File: src/pjs_pkg.sv
// Shared types and constants for the priority job sorter.
package pjs_pkg;

	localparam int PRIO_W       = 8;
	localparam int IDENT_W      = 22;
	localparam int MAX_JOBS_DEF = 16;

	typedef struct packed {
		logic [PRIO_W-1:0]  prio;
		logic [IDENT_W-1:0] ident;
	} job_t;

	typedef struct packed {
		logic insert;
		logic shift;
	} cell_ctrl_t;

endpackage

File: src/pjs_cell.sv
// One sorting cell: holds a job, takes a new or left job on insert, shifts left on emit.
module pjs_cell (
	input  logic              clk,
	input  pjs_pkg::cell_ctrl_t ctrl,
	input  logic              occ,
	input  pjs_pkg::job_t     new_job,
	input  pjs_pkg::job_t     left_job,
	input  logic              left_lt,
	input  pjs_pkg::job_t     right_job,
	output pjs_pkg::job_t     job_q,
	output logic              lt
);

	assign lt = !occ || (new_job.prio < job_q.prio);

	always_ff @(posedge clk) begin
		if (ctrl.shift) begin
			job_q <= right_job;
		end else if (ctrl.insert) begin
			if (left_lt) begin
				job_q <= left_job;
			end else if (lt) begin
				job_q <= new_job;
			end
		end
	end

endmodule

File: src/priority_job_sorter_core.sv
// Top level of the priority job sorter: a row of sorting cells and its control.
// Jobs load one per cycle while busy is low; each job is placed in its sorted slot
// of the cell row in the cycle it is taken. The job that carries batch_end raises
// busy in the next cycle; then the row shifts one job per cycle toward the output,
// so a batch of n stored jobs gives its n results on consecutive cycles, each valid
// for one cycle with out_valid and no way to stall. busy falls in the cycle that
// shows the last result, and a new batch may start right then. Equal priorities keep
// their arrival order. Loading and emitting go one job at a time, set by the single
// insert port and the single output cell of the row.
module priority_job_sorter_core #(
	parameter int MAX_JOBS = pjs_pkg::MAX_JOBS_DEF
) (
	input  logic                       clk,
	input  logic                       arst_n,
	input  logic                       start,
	output logic                       busy,
	input  logic [pjs_pkg::PRIO_W-1:0]  job_priority,
	input  logic [pjs_pkg::IDENT_W-1:0] job_ident,
	input  logic                       batch_end,
	output logic                       out_valid,
	output logic [pjs_pkg::PRIO_W-1:0]  out_priority,
	output logic [pjs_pkg::IDENT_W-1:0] out_ident,
	output logic                       out_last,
	output logic                       overflow
);

	localparam int CNT_W = $clog2(MAX_JOBS + 1);

	logic [CNT_W-1:0]    count_q;
	logic                dropped_q;
	logic                emitting_q;
	logic                accept;
	logic                room;
	logic                final_emit;
	pjs_pkg::cell_ctrl_t ctrl;
	pjs_pkg::job_t       new_job;
	pjs_pkg::job_t       cell_job [MAX_JOBS];
	logic                cell_lt  [MAX_JOBS];

	assign busy       = emitting_q;
	assign accept     = start && !busy;
	assign room       = count_q < CNT_W'(MAX_JOBS);
	assign final_emit = count_q == CNT_W'(1);
	assign new_job    = '{prio: job_priority, ident: job_ident};
	assign ctrl       = '{insert: accept && room, shift: emitting_q};

	for (genvar i = 0; i < MAX_JOBS; i++) begin : g_cell
		pjs_pkg::job_t left_job;
		pjs_pkg::job_t right_job;
		logic          left_lt;

		if (i == 0) begin : g_head
			assign left_job = new_job;
			assign left_lt  = 1'b0;
		end else begin : g_mid
			assign left_job = cell_job[i-1];
			assign left_lt  = cell_lt[i-1];
		end

		if (i == MAX_JOBS - 1) begin : g_tail
			assign right_job = cell_job[i];
		end else begin : g_body
			assign right_job = cell_job[i+1];
		end

		pjs_cell u_cell (
			.clk       (clk),
			.ctrl      (ctrl),
			.occ       (count_q > CNT_W'(i)),
			.new_job   (new_job),
			.left_job  (left_job),
			.left_lt   (left_lt),
			.right_job (right_job),
			.job_q     (cell_job[i]),
			.lt        (cell_lt[i])
		);
	end

	always_ff @(posedge clk or negedge arst_n) begin
		if (!arst_n) begin
			count_q    <= '0;
			dropped_q  <= 1'b0;
			emitting_q <= 1'b0;
			out_valid  <= 1'b0;
		end else begin
			out_valid <= emitting_q;
			if (accept) begin
				if (room) begin
					count_q <= count_q + CNT_W'(1);
				end else begin
					dropped_q <= 1'b1;
				end
				if (batch_end) begin
					emitting_q <= 1'b1;
				end
			end
			if (emitting_q) begin
				count_q <= count_q - CNT_W'(1);
				if (final_emit) begin
					emitting_q <= 1'b0;
					dropped_q  <= 1'b0;
				end
			end
		end
	end

	always_ff @(posedge clk) begin
		if (emitting_q) begin
			out_priority <= cell_job[0].prio;
			out_ident    <= cell_job[0].ident;
			out_last     <= final_emit;
			overflow     <= final_emit && dropped_q;
		end
	end

endmodule

File: config.mk
export PLATFORM = sky130hd
export DESIGN_NAME = priority_job_sorter_core
export DESIGN_NICKNAME = d
export VERILOG_FILES = /design/src/pjs_pkg.sv /design/src/pjs_cell.sv /design/src/priority_job_sorter_core.sv
export SDC_FILE = /design/constraint.sdc
export NUM_CORES = 1
export LEC_CHECK = 0
export BUFFER_PORTS_ARGS = -buffer_cell sky130_fd_sc_hd__clkbuf_2
export CAP_MARGIN = 20
export CORE_ASPECT_RATIO = 1.1
export CORE_MARGIN = 2
export CORE_UTILIZATION = 40
export DETAILED_ROUTE_END_ITERATION = 6
export PLACE_DENSITY = 0.62
export SYNTH_ARGS = -nofsm -noshare
export SYNTH_HDL_FRONTEND = slang
export SYNTH_HIERARCHICAL = 1
export SYNTH_SLANG_ARGS = --single-unit
File: constraint.sdc
create_clock -name clk -period 4.1 [get_ports clk]
set_input_delay 0.82 -clock clk [delete_from_list [all_inputs] [get_ports clk]]
set_output_delay 0.82 -clock clk [all_outputs]
set_load 0.005 [all_outputs]
==> results.ini <==
[clocking]
cts_post_setup_buffers_inserted = 0
h-tree-depth = 2
cts_hold_buf = 0
cts_tree = done
cts.repair.resized = 0
cts_made_buffers = 52
clock-sinks = 520
clk_latency_ns = 0.62
path_clk_slew_ns = 0.06
cts_buffer_depth = 3
cts-root-buf = clkbuf_16

[layout]
fin_nets = 2795
final_cell_mix = nand2_1, edfxtp_1, mux2i_1, o21ai_0, inv_1
final_common_cell = nand2_1
layout-drive-gt1-share_pct = 9.05
diodes = 0
area_delta_synth_final_pct = 10.6
final_area_um2 = 32200
fillers = 6631
final_util_pct = 44.8

[routing]
vias = 18900
drt_first_pass_iters = 5
ant_nets = 0
dr.first_iter.drc_count = 1552
wire_per_inst_um = 16.7
drc = 0
vias_per_cell = 5.20
wirelength_um = 60600

[grt]
grt_pass1_vias = 18700
grt_first_pass_wirelength_um = 99300
grt_start_max_net_pins = 261
grt_usage_pct = 16.1
grt-ovfl-total = 0
antenna_found_initial = 0

[pwr]
power.total_uw = 30900
powerDensity_nw_per_um2 = 958
ir_drop_mv = 0.661
p_leak_uw = 0.0143

[placement]
dpl_worst_slack_ns = 0.288
io_buffers = 67
dp_hpwl_um = 43500
place_congestion = 0.786
dpl_cell_area_um2 = 30700

[floorplanning]
io_pins = 68
dieArea_um2 = 75100
die_x_um = 261
die_y_um = 287
start_util_pct = 40.5
rows = 103
coreArea_um2 = 71900

[setup_path]
rrSetupSlack_ns = 1.22
cp.required_ns = 3.28
rr_worst_depth = 7
path_buf_inv = 2
critPathCaptureType = output port
crit_fanout = 86
timing.rr.start = count_q[1]
worst_ep_arrival_time_ns = 2.60
start_kind = flop
crit_path_cell_trace = buf_4, clkbuf_2
critPathTopFamily = flip-flops
crit_path_max_incr_delay_ns = 1.09
crit_type = reg2out
crit_path_top_delay_cell = dfrtp_4
timing.rr.end = g_cell[14].u_cell/job_q[15]

[timing]
rsz0062_at_grt = no
slew_headroom_pct = 29.7
finalSetupViolCount = 0
worst_slew_pin_slew_ns = 1.06
clock.fmax_mhz = 292
min_period_over_period_pct = 83.5
slew_violations = 0
hold_violations = 0
finClkSkew_ns = 0.0174
fin_crit_ns = 3.42
tns_ns = 0
timing.final.ws_setup_ns = 0.677

[synth]
netlist_instances = 2652
yosys_warnings = 6
syn_area_um2 = 29200
avgSynthCellArea_um2 = 11.0
synth_fp_nets = 2803

[outcome]
status = completed

[flow_run]
maxCapViolations = 0

[worst_hold_path]
min_path_type = in2async

per-stage QoR:
step	hold WS, ns	std cells
2_1_floorplan	0.426	2652
3_3_place_gp	0.431	3535
3_5_place_dp	0.444	3535
4_1_cts	0.0363	3631
5_1_grt	0.0517	3631
6_report	0.0629	3631
sequential cells by signal, summed over array words and instances, names as in the netlist:
| register | flops |
|---|---|
| busy | 1 |
| out_ident | 22 |
| out_valid | 1 |
| overflow | 1 |
| dropped_q | 1 |
| out_last | 1 |
| g_cell.u_cell/job_q | 480 |
| count_q | 5 |
| out_priority | 8 |
power by group:
part,switching [µW],internal (µW)
clock,2030,2510
combinational,8130,5610
sequential,1880,10700
total,12000,18800
worst max-delay path by stage:
stage                    startpoint                     endpoint  slack (ns)  depth (start not counted)
floorplan           job_priority[2]    g_cell[2].u_cell/job_q[0]        0.53                          9
CTS                            busy                         busy        0.65                          2
detailed placement  job_priority[2]   g_cell[12].u_cell/job_q[9]        0.29                          9
global placement    job_priority[2]  g_cell[11].u_cell/job_q[15]        0.33                          9
finish                         busy                         busy        0.68                          2
global route                   busy                         busy        0.53                          2
routing by layer:
| metal | vias up | global-route usage (%) | wire, µm |
|---|---|---|---|
| li1 | 9531 | - | - |
| met1 | 8900 | 22.2 | 28600 |
| met2 | 367 | 26.9 | 28500 |
| met3 | 87 | 1.95 | 2320 |
| met4 | 0 | 3.92 | 1210 |
| met5 | - | 0 | 0 |
worst reg2reg max path: stages, from the launching register on:
cell     delay (ns)
dfrtp_1        0.55
inv_1          0.14
ha_1           0.27
o31ai_1        0.66
nand2_2        0.37
nor2_1         0.28
a31oi_4        0.12
buf_12         0.21
area by class of cell:
type / count / area (µm²) / share of cell area [%]
inverter: 118 / 443 / 1.37
tap: 945 / 1180 / 3.67
sequential: 520 / 15600 / 48.3
clock inverter: 21 / 148 / 0.458
multi-input combinational: 1832 / 12400 / 38.4
timing repair buffer: 120 / 1060 / 3.28
clock buffer: 75 / 1440 / 4.46
Note: power is estimated with default switching activity, not from simulation.
